## config.mk

```make
export PLATFORM = sky130hd
export DESIGN_NAME = i2c_master_transaction_sequencer_unit
export DESIGN_NICKNAME = d
export VERILOG_FILES = /design/src/i2c_mts_pkg.sv /design/src/i2c_master_transaction_sequencer_unit.sv /design/src/i2c_mts_msg_mem.sv
export SDC_FILE = /design/constraint.sdc
export NUM_CORES = 1
export LEC_CHECK = 0
export BUFFER_PORTS_ARGS = -buffer_cell sky130_fd_sc_hd__clkbuf_2
export CORE_ASPECT_RATIO = 1.25
export CORE_UTILIZATION = 50
export CTS_CLUSTER_DIAMETER = 150
export DETAILED_ROUTE_END_ITERATION = 10
export PLACE_DENSITY_LB_ADDON = 0.05
export SYNTH_ARGS = -nofsm -noshare
export SYNTH_HDL_FRONTEND = slang
export SYNTH_SLANG_ARGS = --single-unit
```

## constraint.sdc

```tcl
create_clock -name aclk -period 3.8 [get_ports aclk]
set_clock_uncertainty 0.15 [all_clocks]
set_input_delay 0.38 -clock aclk [delete_from_list [all_inputs] [get_ports aclk]]
set_output_delay 0.38 -clock aclk [all_outputs]
set_load 0.005 [all_outputs]
```

## src/i2c_mts_pkg.sv

```systemverilog
// Shared types and constants of the I2C master transaction sequencer.
`timescale 1ns / 1ps
`default_nettype none

package i2c_mts_pkg;

    localparam int unsigned BYTE_W = 8;

    // Item kinds carried on the input tuser.
    localparam logic [2:0] KIND_LOAD    = 3'd0;
    localparam logic [2:0] KIND_START_W = 3'd1;
    localparam logic [2:0] KIND_START_R = 3'd2;
    localparam logic [2:0] KIND_STATUS  = 3'd3;
    localparam logic [2:0] KIND_READ    = 3'd4;

    // Bus status codes after masking off the low two bits.
    localparam logic [7:0] ST_START        = 8'h08;
    localparam logic [7:0] ST_REP_START    = 8'h10;
    localparam logic [7:0] ST_ADR_W_ACK    = 8'h18;
    localparam logic [7:0] ST_DATA_TX_ACK  = 8'h28;
    localparam logic [7:0] ST_ARB_LOST     = 8'h38;
    localparam logic [7:0] ST_ADR_R_ACK    = 8'h40;
    localparam logic [7:0] ST_DATA_RX_ACK  = 8'h50;
    localparam logic [7:0] ST_DATA_RX_NACK = 8'h58;
    localparam logic [7:0] ST_MASK         = 8'hfc;
    localparam logic [7:0] RW_BIT          = 8'h01;

    // Input word, first field in the highest bits.
    typedef struct packed {
        logic [6:0] pad;
        logic [7:0] rx_byte;
        logic [7:0] status;
        logic [4:0] length;
        logic [7:0] value;
        logic [3:0] index;
    } in_word_t;

    // Result word, first field in the highest bits.
    typedef struct packed {
        logic [7:0] read_data;
        logic       fault;
        logic       done_res;
        logic [7:0] tx_byte;
        logic       tx_valid;
        logic       release_flag;
        logic       irq_enable;
        logic       send_ack;
        logic       send_stop;
        logic       send_start;
    } out_word_t;

    // Access request to the message memory.
    typedef struct packed {
        logic wr_en;
        logic rd_en;
    } mem_req_t;

endpackage

`default_nettype wire

```

## src/i2c_master_transaction_sequencer_unit.sv

```systemverilog
// Top level of the I2C master transaction sequencer.
//
// Usage: the input stream carries one word per host or bus event. tuser holds
// the kind (load byte, start write, start read, bus status event, read byte);
// tdata holds index, value, length, status and the received byte. For every
// accepted word exactly one result word leaves on the output stream, holding
// the bus control requests (start, stop, ack, interrupt enable, flag release),
// the byte to transmit, done and fault flags, and buffer read data.
// An accepted word is held in the input register; the decode, state update
// and buffer access then land in the result register, which presents the
// result word. Throughput is one word per cycle while the receiver does not
// stall; the single buffer port is used for at most one write or one read per word.
// Reset clears the pointer, lengths, pending-read flag and pair selection;
// the message buffer keeps whatever it held and must be loaded before use.
// When the receiver stalls, the result register holds its word, the input
// register takes one more word, and then tready drops until the output moves.
`timescale 1ns / 1ps
`default_nettype none

module i2c_master_transaction_sequencer_unit #(
    parameter int unsigned BUF_DEPTH = 16
) (
    input  wire logic        aclk,
    input  wire logic        aresetn,
    input  wire logic        s_tvalid,
    output logic             s_tready,
    // index[3:0], value[11:4], length[16:12], status[24:17], rx_byte[32:25], zero[39:33]
    input  wire logic [39:0] s_tdata,
    // kind[2:0]
    input  wire logic [2:0]  s_tuser,
    output logic             m_tvalid,
    input  wire logic        m_tready,
    // send_start[0], send_stop[1], send_ack[2], irq_enable[3], release_flag[4],
    // tx_valid[5], tx_byte[13:6], done_res[14], fault[15], read_data[23:16]
    output logic [23:0]      m_tdata
);

    localparam int unsigned AW      = $clog2(BUF_DEPTH);
    localparam int unsigned PTR_W   = $clog2(BUF_DEPTH + 1);
    localparam int unsigned LEN_MAX = (BUF_DEPTH < 31) ? BUF_DEPTH : 31;
    localparam int unsigned LW      = $clog2(LEN_MAX + 1);
    localparam int unsigned CW      = (PTR_W > 5) ? PTR_W : 5;

    // Where the result byte comes from.
    localparam logic [1:0] SRC_NONE   = 2'd0;
    localparam logic [1:0] SRC_DIRECT = 2'd1;
    localparam logic [1:0] SRC_MEM    = 2'd2;

    typedef logic [i2c_mts_pkg::BYTE_W-1:0] byte_t;

    // Input register
    logic                  in_valid_reg;
    logic [2:0]            kind_reg;
    i2c_mts_pkg::in_word_t in_word_reg;

    // Sequencer state
    byte_t          buf0_reg,      buf0_next;
    byte_t          addr_copy_reg, addr_copy_next;
    byte_t          reg_number_reg, reg_number_next;
    logic           use_pair_reg,  use_pair_next;
    logic [PTR_W-1:0] ptr_reg,     ptr_next;
    logic [LW-1:0]  act_len_reg,   act_len_next;
    logic           pending_reg,   pending_next;
    logic [LW-1:0]  read_len_reg,  read_len_next;

    // Result register
    logic       out_valid_reg;
    logic       start_reg, start_next;
    logic       stop_reg,  stop_next;
    logic       ack_reg,   ack_next;
    logic       irq_reg,   irq_next;
    logic       rel_reg,   rel_next;
    logic       txv_reg,   txv_next;
    logic       done_reg,  done_next;
    logic       fault_reg, fault_next;
    logic       rd_sel_reg, rd_sel_next;
    logic [1:0] src_reg,   src_next;
    byte_t      direct_reg, direct_next;

    // Memory port
    i2c_mts_pkg::mem_req_t mem_req;
    logic [AW-1:0]         mem_addr;
    byte_t                 mem_wdata;
    byte_t                 mem_rdata;

    logic advance;
    logic proc;

    // Decode helpers
    logic [7:0]     stat;
    logic [CW-1:0]  idx_ext;
    logic           idx_ok;
    logic [LW-1:0]  len_clamped;
    logic [PTR_W-1:0] ptr_eff;
    logic           rx_put;
    logic [PTR_W-1:0] put_ptr;

    assign advance  = !out_valid_reg || m_tready;
    assign proc     = in_valid_reg && advance;
    assign s_tready = !in_valid_reg || advance;

    // Input register stage.
    always_ff @(posedge aclk) begin
        if (!aresetn) begin
            in_valid_reg <= 1'b0;
        end else if (s_tready) begin
            in_valid_reg <= s_tvalid;
        end
        if (s_tready && s_tvalid) begin
            kind_reg    <= s_tuser;
            in_word_reg <= i2c_mts_pkg::in_word_t'(s_tdata);
        end
    end

    assign stat    = in_word_reg.status & i2c_mts_pkg::ST_MASK;
    assign idx_ext = CW'(in_word_reg.index);
    assign idx_ok  = idx_ext < CW'(BUF_DEPTH);

    // Length clamped to the buffer depth.
    always_comb begin
        if (CW'(in_word_reg.length) > CW'(BUF_DEPTH)) begin
            len_clamped = LW'(BUF_DEPTH);
        end else begin
            len_clamped = LW'(in_word_reg.length);
        end
    end

    // Decode of one word: state update, buffer access and result flags.
    always_comb begin
        buf0_next       = buf0_reg;
        addr_copy_next  = addr_copy_reg;
        reg_number_next = reg_number_reg;
        use_pair_next   = use_pair_reg;
        ptr_next        = ptr_reg;
        act_len_next    = act_len_reg;
        pending_next    = pending_reg;
        read_len_next   = read_len_reg;

        start_next  = 1'b0;
        stop_next   = 1'b0;
        ack_next    = 1'b0;
        irq_next    = 1'b0;
        rel_next    = 1'b0;
        txv_next    = 1'b0;
        done_next   = 1'b0;
        fault_next  = 1'b0;
        rd_sel_next = 1'b0;
        src_next    = SRC_NONE;
        direct_next = '0;

        mem_req.wr_en = 1'b0;
        mem_req.rd_en = 1'b0;
        mem_addr      = idx_ext[AW-1:0];
        mem_wdata     = in_word_reg.value;

        ptr_eff = ptr_reg;
        rx_put  = 1'b0;
        put_ptr = ptr_reg;

        case (kind_reg)
            i2c_mts_pkg::KIND_LOAD: begin
                if (idx_ok) begin
                    if (in_word_reg.index == '0) begin
                        buf0_next = in_word_reg.value;
                    end else begin
                        mem_req.wr_en = 1'b1;
                    end
                end
            end
            i2c_mts_pkg::KIND_START_W: begin
                pending_next  = 1'b0;
                use_pair_next = 1'b0;
                buf0_next     = buf0_reg & ~i2c_mts_pkg::RW_BIT;
                act_len_next  = len_clamped;
                start_next    = 1'b1;
                irq_next      = 1'b1;
                rel_next      = 1'b1;
            end
            i2c_mts_pkg::KIND_START_R: begin
                read_len_next   = len_clamped;
                pending_next    = 1'b1;
                addr_copy_next  = buf0_reg & ~i2c_mts_pkg::RW_BIT;
                reg_number_next = in_word_reg.value;
                use_pair_next   = 1'b1;
                act_len_next    = LW'(2);
                start_next      = 1'b1;
                irq_next        = 1'b1;
                rel_next        = 1'b1;
            end
            i2c_mts_pkg::KIND_STATUS: begin
                if (stat == i2c_mts_pkg::ST_START || stat == i2c_mts_pkg::ST_REP_START ||
                    stat == i2c_mts_pkg::ST_ADR_W_ACK ||
                    stat == i2c_mts_pkg::ST_DATA_TX_ACK) begin
                    // Transmit side: next byte, repeated start for a read, or stop.
                    if (stat == i2c_mts_pkg::ST_START || stat == i2c_mts_pkg::ST_REP_START) begin
                        ptr_eff = '0;
                    end
                    ptr_next = ptr_eff;
                    if (CW'(ptr_eff) < CW'(act_len_reg)) begin
                        txv_next = 1'b1;
                        irq_next = 1'b1;
                        rel_next = 1'b1;
                        ptr_next = ptr_eff + PTR_W'(1);
                        if (use_pair_reg) begin
                            src_next = SRC_DIRECT;
                            if (ptr_eff == PTR_W'(0)) begin
                                direct_next = addr_copy_reg;
                            end else if (ptr_eff == PTR_W'(1)) begin
                                direct_next = reg_number_reg;
                            end
                        end else if (CW'(ptr_eff) < CW'(BUF_DEPTH)) begin
                            if (ptr_eff == '0) begin
                                src_next    = SRC_DIRECT;
                                direct_next = buf0_reg;
                            end else begin
                                src_next      = SRC_MEM;
                                mem_req.rd_en = 1'b1;
                                mem_addr      = AW'(CW'(ptr_eff));
                            end
                        end
                    end else if (pending_reg) begin
                        pending_next  = 1'b0;
                        use_pair_next = 1'b0;
                        buf0_next     = buf0_reg | i2c_mts_pkg::RW_BIT;
                        act_len_next  = read_len_reg;
                        ptr_next      = PTR_W'(1);
                        start_next    = 1'b1;
                        irq_next      = 1'b1;
                        rel_next      = 1'b1;
                    end else begin
                        stop_next = 1'b1;
                        rel_next  = 1'b1;
                        done_next = 1'b1;
                    end
                end else if (stat == i2c_mts_pkg::ST_DATA_RX_ACK ||
                             stat == i2c_mts_pkg::ST_ADR_R_ACK) begin
                    // Receive side: store the byte and decide the next acknowledge.
                    if (stat == i2c_mts_pkg::ST_DATA_RX_ACK) begin
                        rx_put = 1'b1;
                        if (CW'(ptr_reg) < CW'(BUF_DEPTH)) begin
                            ptr_next = ptr_reg + PTR_W'(1);
                        end
                    end
                    irq_next = 1'b1;
                    rel_next = 1'b1;
                    if ((CW + 1)'(ptr_next) + (CW + 1)'(1) < (CW + 1)'(act_len_reg)) begin
                        ack_next = 1'b1;
                    end
                end else if (stat == i2c_mts_pkg::ST_DATA_RX_NACK) begin
                    rx_put    = 1'b1;
                    stop_next = 1'b1;
                    rel_next  = 1'b1;
                    done_next = 1'b1;
                end else if (stat == i2c_mts_pkg::ST_ARB_LOST) begin
                    start_next = 1'b1;
                    irq_next   = 1'b1;
                    rel_next   = 1'b1;
                end else begin
                    fault_next = 1'b1;
                end
            end
            i2c_mts_pkg::KIND_READ: begin
                rd_sel_next = 1'b1;
                if (idx_ok) begin
                    if (in_word_reg.index == '0) begin
                        src_next    = SRC_DIRECT;
                        direct_next = buf0_reg;
                    end else begin
                        src_next      = SRC_MEM;
                        mem_req.rd_en = 1'b1;
                    end
                end
            end
            default: begin
            end
        endcase

        // A received byte goes to the pair entry or to the buffer at the pointer.
        if (rx_put) begin
            mem_wdata = in_word_reg.rx_byte;
            if (use_pair_reg) begin
                if (put_ptr == PTR_W'(0)) begin
                    addr_copy_next = in_word_reg.rx_byte;
                end else if (put_ptr == PTR_W'(1)) begin
                    reg_number_next = in_word_reg.rx_byte;
                end
            end else if (CW'(put_ptr) < CW'(BUF_DEPTH)) begin
                if (put_ptr == '0) begin
                    buf0_next = in_word_reg.rx_byte;
                end else begin
                    mem_req.wr_en = 1'b1;
                    mem_addr      = AW'(CW'(put_ptr));
                end
            end
        end

        // The memory is touched only when the word really moves on.
        if (!proc) begin
            mem_req.wr_en = 1'b0;
            mem_req.rd_en = 1'b0;
        end
    end

    i2c_mts_msg_mem #(
        .DEPTH (BUF_DEPTH)
    ) u_msg_mem (
        .aclk  (aclk),
        .req   (mem_req),
        .addr  (mem_addr),
        .wdata (mem_wdata),
        .rdata (mem_rdata)
    );

    // Sequencer state update.
    always_ff @(posedge aclk) begin
        if (!aresetn) begin
            addr_copy_reg  <= '0;
            reg_number_reg <= '0;
            use_pair_reg   <= 1'b0;
            ptr_reg        <= '0;
            act_len_reg    <= '0;
            pending_reg    <= 1'b0;
            read_len_reg   <= '0;
        end else if (proc) begin
            addr_copy_reg  <= addr_copy_next;
            reg_number_reg <= reg_number_next;
            use_pair_reg   <= use_pair_next;
            ptr_reg        <= ptr_next;
            act_len_reg    <= act_len_next;
            pending_reg    <= pending_next;
            read_len_reg   <= read_len_next;
        end
        if (proc) begin
            buf0_reg <= buf0_next;
        end
    end

    // Result register.
    always_ff @(posedge aclk) begin
        if (!aresetn) begin
            out_valid_reg <= 1'b0;
        end else if (advance) begin
            out_valid_reg <= in_valid_reg;
        end
        if (proc) begin
            start_reg  <= start_next;
            stop_reg   <= stop_next;
            ack_reg    <= ack_next;
            irq_reg    <= irq_next;
            rel_reg    <= rel_next;
            txv_reg    <= txv_next;
            done_reg   <= done_next;
            fault_reg  <= fault_next;
            rd_sel_reg <= rd_sel_next;
            src_reg    <= src_next;
            direct_reg <= direct_next;
        end
    end

    // Result word assembly.
    byte_t                  out_byte;
    i2c_mts_pkg::out_word_t out_word;

    always_comb begin
        case (src_reg)
            SRC_DIRECT: out_byte = direct_reg;
            SRC_MEM:    out_byte = mem_rdata;
            default:    out_byte = '0;
        endcase
        out_word.send_start   = start_reg;
        out_word.send_stop    = stop_reg;
        out_word.send_ack     = ack_reg;
        out_word.irq_enable   = irq_reg;
        out_word.release_flag = rel_reg;
        out_word.tx_valid     = txv_reg;
        out_word.tx_byte      = txv_reg ? out_byte : '0;
        out_word.done_res     = done_reg;
        out_word.fault        = fault_reg;
        out_word.read_data    = rd_sel_reg ? out_byte : '0;
    end

    assign m_tvalid = out_valid_reg;
    assign m_tdata  = out_word;

    // The pointer never runs past the buffer depth.
    a_ptr_bound: assert property (@(posedge aclk) disable iff (!aresetn)
        ptr_reg <= PTR_W'(BUF_DEPTH))
        else $error("byte pointer beyond buffer depth");

    // While the address/register pair is selected, exactly two bytes are sent.
    a_pair_len: assert property (@(posedge aclk) disable iff (!aresetn)
        use_pair_reg |-> act_len_reg == LW'(2))
        else $error("pair selected with a length other than two");

    // A rejected status leaves the sequencer state untouched.
    a_fault_hold: assert property (@(posedge aclk) disable iff (!aresetn)
        (proc && fault_next) |=> $stable(ptr_reg) && $stable(act_len_reg) &&
                                 $stable(use_pair_reg) && $stable(pending_reg))
        else $error("state changed on a rejected status");

    // A fault result carries no bus request.
    a_fault_alone: assert property (@(posedge aclk) disable iff (!aresetn)
        (out_valid_reg && fault_reg) |-> !(start_reg || stop_reg || rel_reg || irq_reg ||
                                           txv_reg || done_reg))
        else $error("fault reported together with a bus request");

    // A finished transaction always stops and releases the bus.
    a_done_stop: assert property (@(posedge aclk) disable iff (!aresetn)
        (out_valid_reg && done_reg) |-> (stop_reg && rel_reg && !start_reg))
        else $error("done without stop and release");

endmodule

`default_nettype wire

```

## src/i2c_mts_msg_mem.sv

```systemverilog
// Message buffer memory with one shared write/read port and registered read data.
`timescale 1ns / 1ps
`default_nettype none

module i2c_mts_msg_mem #(
    parameter int unsigned DEPTH = 16,
    localparam int unsigned AW = $clog2(DEPTH)
) (
    input  wire logic                            aclk,
    input  wire i2c_mts_pkg::mem_req_t           req,
    input  wire logic [AW-1:0]                   addr,
    input  wire logic [i2c_mts_pkg::BYTE_W-1:0]  wdata,
    output logic      [i2c_mts_pkg::BYTE_W-1:0]  rdata
);

    logic [i2c_mts_pkg::BYTE_W-1:0] mem_reg [DEPTH];
    logic [i2c_mts_pkg::BYTE_W-1:0] rdata_reg;

    // The port either stores a byte or fetches one; the fetched byte holds until the next read.
    always_ff @(posedge aclk) begin
        if (req.wr_en) begin
            mem_reg[addr] <= wdata;
        end
        if (req.rd_en) begin
            rdata_reg <= mem_reg[addr];
        end
    end

    assign rdata = rdata_reg;

endmodule

`default_nettype wire

```

# Word-level counts from Yosys, hierarchy flattened
# Memory sizes are Yosys's and may differ from the RTL's. A register that Yosys moved wholly into a read port is not among the register bits.
# Cells that the tools add are included.
dict set report totals {
  latch_bits 0
  in_bits 47
  output_inout_bits 26
  n_memories 1
  rom_bits 0
  ram_bits 128
  word_cells 200
  ff_bits 97
}
dict set report op_classes {
  reduce_logical 24
  addsub 3
  multipliers 0
  div 0
  shifts 0
  n_lt_le_gt_ge 6
  n_mux 119
  n_bitwise 2
  n_eq_ne 19
}
# name depth word_bits read_ports rd_clocked_by_memory_dff wr line_no
set mem_list {}
lappend mem_list {u_msg_mem.mem_reg 16 8 1 1 1 i2c_mts_msg_mem.sv:16} ;# logic [i2c_mts_pkg::BYTE_W-1:0] mem_reg [DEPTH];
# operator count
set op_table {}
lappend op_table {{$mux 8} 27}
lappend op_table {{$mux 5} 16}
lappend op_table {{$mux 1} 47}
lappend op_table {{$mux 4} 10}
lappend op_table {{$pmux 8 s2} 2}
lappend op_table {{$pmux 8 s3} 1}
lappend op_table {{$eq 6x5->1 const B} 3}
lappend op_table {{$mux 2} 8}
lappend op_table {{$pmux 5 s3} 1}
lappend op_table {{$eq 6x3->1 const B} 2}
lappend op_table {{$eq 6x4->1 const B} 2}
lappend op_table {{$add 5x1->5 const B} 2}
lappend op_table {{$eq 5x1->1 const B} 2}
lappend op_table {{$logic_not 5->1} 2}
lappend op_table {{$lt 5x5->1 const B} 2}
lappend op_table {{$pmux 1 s2} 4}
lappend op_table {{$add 5x1->6 const B} 1}
lappend op_table {{$eq 3x2->1 const B} 2}
lappend op_table {{$eq 6x2->1 const B} 1}
lappend op_table {{$logic_or 1x1->1} 6}
lappend op_table {{$lt 6x5->1} 1}
lappend op_table {{$ne 2x2->1 const B} 3}
lappend op_table {{$pmux 1 s3} 2}
lappend op_table {{$gt 5x5->1 const B} 1}
lappend op_table {{other kinds (21)} 25}

# Logic depth before layout (Yosys ltp)
dict set report depth {
  depth_word 17
  mapped_depth 17
  depth_no_buf 13
}

# Modules after synthesis
# A second synthesis with hierarchy kept.
dict set report unflattened {
  cells_unflattened 777
  hier_area_um2 10411.2
}
# mod seq_area_each_um2 n_inst cells_each area_each_um2
set by_module_without_submodules {}
lappend by_module_without_submodules {i2c_master_transaction_sequencer_unit 2502.4 1 547 5263.8}
lappend by_module_without_submodules {i2c_mts_msg_mem 4083.9 1 230 5147.4}

# Worst setup path after synthesis
# No wires, ideal clock.
dict set report synth_timing {
  path_kind {flip-flop to flip-flop}
  startpoint {register in_word_reg[23] (netlist bit)}
  endpoint {memory u_msg_mem.mem_reg[10][0] (netlist bit), enable pin}
  period_less_slack_ps 3994
  required_ps 3280
  path_buffers 2
  stages_incl_launch_ff 15
  arrival_time_ps 3473
  setup_time_ps 370
  path_slack_ps -194
  path_cell_list {edfxtp_1 nor4_1 nand2_1 nand2_1 inv_1 ha_1 a21oi_1 o211ai_2 a2111oi_4 a21oi_4 o2bb2ai_4 buf_6 buf_6 nand4_1 nor2_1}
}
dict set report synth_between {
  elab_chain_cells 16
  word_cells_on_any_way 36
  classes_between {2 x order compare; 7 x eq/ne; 22 x mux; 5 x reduce/logical}
}
# item line_no
set synth_lines {}
lappend synth_lines {{start: declaration} i2c_master_transaction_sequencer_unit.sv:54} ;# i2c_mts_pkg::in_word_t in_word_reg;
lappend synth_lines {{start signal: assignment} i2c_master_transaction_sequencer_unit.sv:111} ;# in_word_reg <= i2c_mts_pkg::in_word_t'(s_tdata);
lappend synth_lines {{parallel branches: the longest is 16 deep, another holds $lt 5x5->1} --}
lappend synth_lines {{end: declaration} i2c_mts_msg_mem.sv:16}
# Several ways; the timed one is not identified. The select of a mux whose other input is x is not followed.

# Worst setup path in the final report
dict set report layout_timing {
  startpoint {register in_word_reg[23] (netlist bit)}
  endpoint {register u_msg_mem.rdata_reg, in the netlist u_msg_mem.rdata[0], read port of u_msg_mem.mem_reg (data pin)}
}
dict set report layout_between {
  elab_chain_cells 16
  word_cells_on_any_way 39
  classes_between {2 x order compare; 7 x eq/ne; 25 x mux; 5 x reduce/logical}
}
# item line_no
set layout_lines {}
lappend layout_lines {{parallel branches: the longest is 16 deep, another holds $lt 5x5->1} --}
lappend layout_lines {{end: declaration} i2c_mts_msg_mem.sv:17} ;# logic [i2c_mts_pkg::BYTE_W-1:0] rdata_reg;
# Several ways; the timed one is not identified. The select of a mux whose other input is x is not followed.
# A chain may end at the register's enable or synchronous reset.

==> flow_summary.yaml <==
run_status:
  outcome: "complete, but fails checks"
  violations: "negative setup slack"
cells_and_area:
  layout-drive-gt1-share: 0.278
  fin_util: 0.653
  area_growth_pct: 26.7
  nets: 1067
  largest_reg_flops: 128
  n_antenna_cell: 0
  design_area_mm2: 0.0133
global_route:
  use_met1: 0.295
  use_met3: 0.0272
  grt_pass1_vias: 7278
  grt_pass1_wl_um: 40500
  antenna_found_initial: 0
  grt_util_all_layers: 0.247
  overflow: 0
  gr-max-usage-layer: "met2"
  grt_util_met2: 0.447
  grt_max_degree: 42
detailed_routing:
  vias: 7309
  vias_per_cell: 5.66
  ant_nets: 0
  routedWlPerCell_um: 20.5
  drtIter0Drc: 451
  first_pass_iters: 7
  wirelength_um: 26400
  drc: 0
synthesis:
  ys_types: 65
  synth_seq_cells: 231
  avgSynthCellArea_um2: 12.8
  synthFlopType: "edfxtp_1"
  yosys_warnings: 0
  yosys.area.top_type: "edfxtp_1"
  syn_inst: 822
  async_flop_share: 0
  synth_edf_count: 196
  yosysMostFrequentCell: "edfxtp_1"
  seq_area_frac_synth: 0.626
  synthesis.area_mm2: 0.0105
  synth_common_cells: "196 x edfxtp_1, 72 x mux2i_1, 63 x nor2_1"
  syn_nets: 884
  synthTopCellsByArea: "edfxtp_1 56%, mux2i_1 6.9%, dfxtp_1 6.7%"
  synth_top_cell_area_share: 0.560
floorplan:
  core_area_mm2: 0.0204
  rows: 58
  die-area_mm2: 0.0216
  die_w_um: 132
  initial_core_util: 0.516
  ioPinCount: 73
  dieHeight_um: 164
placement:
  placed_area_mm2: 0.0117
  place.gp.congestion: 0.861
  port_buffers: 63
  dp_hpwl_um: 17700
sta:
  post-route-min-period_ps: 4020
  setup_viol: 8
  fin_ws_ps: -224
  slew_headroom: 0.177
  period_share: 1.06
  hold_viol_final: 0
  maxSlewViolCount: 0
  fmax_mhz: 248
  rsz0062_at_grt: "yes"
  tightest_slew_ps: 1230
hold_path:
  hold_class: "primary input to flip-flop"
pwr:
  p_total_mw: 5.35
  p_clk_frac: 0.388
  p_leak_nw: 5.00
  p_seq_frac: 0.530
  power_density_mw_per_mm2: 402
  switching_share: 0.224
  internal_power_mw: 4.15
  power.ir.vdd_worst_uv: 357
  combPwrFrac: 0.082
  p_sw_mw: 1.20
setup_path:
  slowest_stage: "or4_4"
  cp_max_fo: 7
  start_kind: "flip-flop"
  cpMostUsedCell: "buf_6"
  path_class: "flip-flop to flip-flop"
  required_ps: 3900
  path_cells: "buf_6, or4_4, o21ai_4, buf_6, o211ai_4, a2111oi_4, a21oi_4, o2bb2ai_4, buf_12, buf_12, buf_6, mux2i_1, o22ai_1, or4_4"
  max_stage_delay_ps: 580
  arrival_ps: 4120
  cp-end-kind: "flip-flop"
clocking:
  path_clk_slew_ps: 60
  numCtsBuffers: 23
  worstSkewPairLatency_ps: 510
  root_buffer: "clkbuf_16"
  htreeDepth: 1
  clock-sinks: 231
  cts_tree: "yes"
  cts_buffer_depth: 3
job:
  maxCapViolCount: 0
[cell families (layout without fill, tap and decap cells)]
group                      count (synthesis)  in the layout  share of synthesized area
AOI/OAI and AO/OA                        210            210                      0.138
muxes                                     80             80                     0.0771
and+or+nand+nor                          200            200                     0.0948
buffers and inverters                     78            277                     0.0386
xor gates and xnor gates                   8              8                    0.00738
DFF                                      231            231                      0.626
adders and majority gates                 15             15                     0.0179
[layout by cell type, fill, tap and decap left out, drive strengths merged, types with 17 or more instances in the layout]
cell         instances
buf                109
nand2               41
dlygate4sd3         35
nand2b              17
o22ai               50
edfxtp             196
clkbuf              94
nor2                63
a21oi               43
dfxtp               35
inv                 31
o21ai               49
mux2i               72
[routing by layer]
layer	vias to the layer above	routed length, um	share of wire
met1	3580	10700	0.40
met4	0	1020	0.039
met3	52	886	0.034
met5	-	0	0
li1	3506	-	-
met2	171	13800	0.52
[worst max-delay path, delay by kind of cell (launching register included)]
kind                   cells  cell delay, ps
AOI/OAI and AO/OA          6            1090
buffers and inverters      5             710
DFF                        1             440
muxes                      1             250
and+or+nand+nor            2            1130
[layout make-up]
type                            instances  area [um2]
Inverter                               29         109
Tap cell                              270         338
Clock buffer                           31         616
Fill cell                            1536        7070
Sequential cell                       231        6590
Multi-Input combinational cell        513        3860
Timing Repair Buffer                  207        1750
Clock inverter                         10        60.1
[power groups by stage]
stage / combinational [mW] / sequential, mW / clock (mW)
after floorplan: 0.221 / 2.88 / 0
after global placement: 0.342 / 2.89 / 0
after CTS: 0.430 / 2.84 / 2.11
after detailed placement: 0.351 / 2.89 / 0
final: 0.441 / 2.84 / 2.07
after global routing: 0.471 / 2.84 / 2.22
[worst paths after layout]
kind                                      endpoint        startpoint  cells past startpoint  slack, ps
worst max-delay path            u_msg_mem.rdata[0]   in_word_reg[23]                     14       -220
worst min-delay path                      m_tvalid          m_tready                      3         80
worst max register to register  u_msg_mem.rdata[0]   in_word_reg[23]                     14       -220
worst min register to register    addr_copy_reg[0]  addr_copy_reg[0]                      2        330
[stage by stage]
step	setup TNS, ps	hold slack (ps)	instances	worst slack [ps]
2_1_floorplan	-433	300	822	-27.1
3_3_place_gp	-1420	317	1198	-225
3_5_place_dp	-3040	325	1198	-326
4_1_cts	-1850	59.6	1288	-252
5_1_grt	-2410	95.6	1291	-326
6_report	-1590	83.3	1291	-224
[repair_timing]
item / in CTS / in global routing
setup buffers: 13 / 8
pin swaps: 21 / 20
resized for setup: 44 / 33
gates cloned: 4 / 0
hold buffers: 35 / 0
endpoints found under the hold margin: 35 / 0
setup endpoints to repair: 40 / 121
Note: power is estimated with default switching activity, not from simulation.
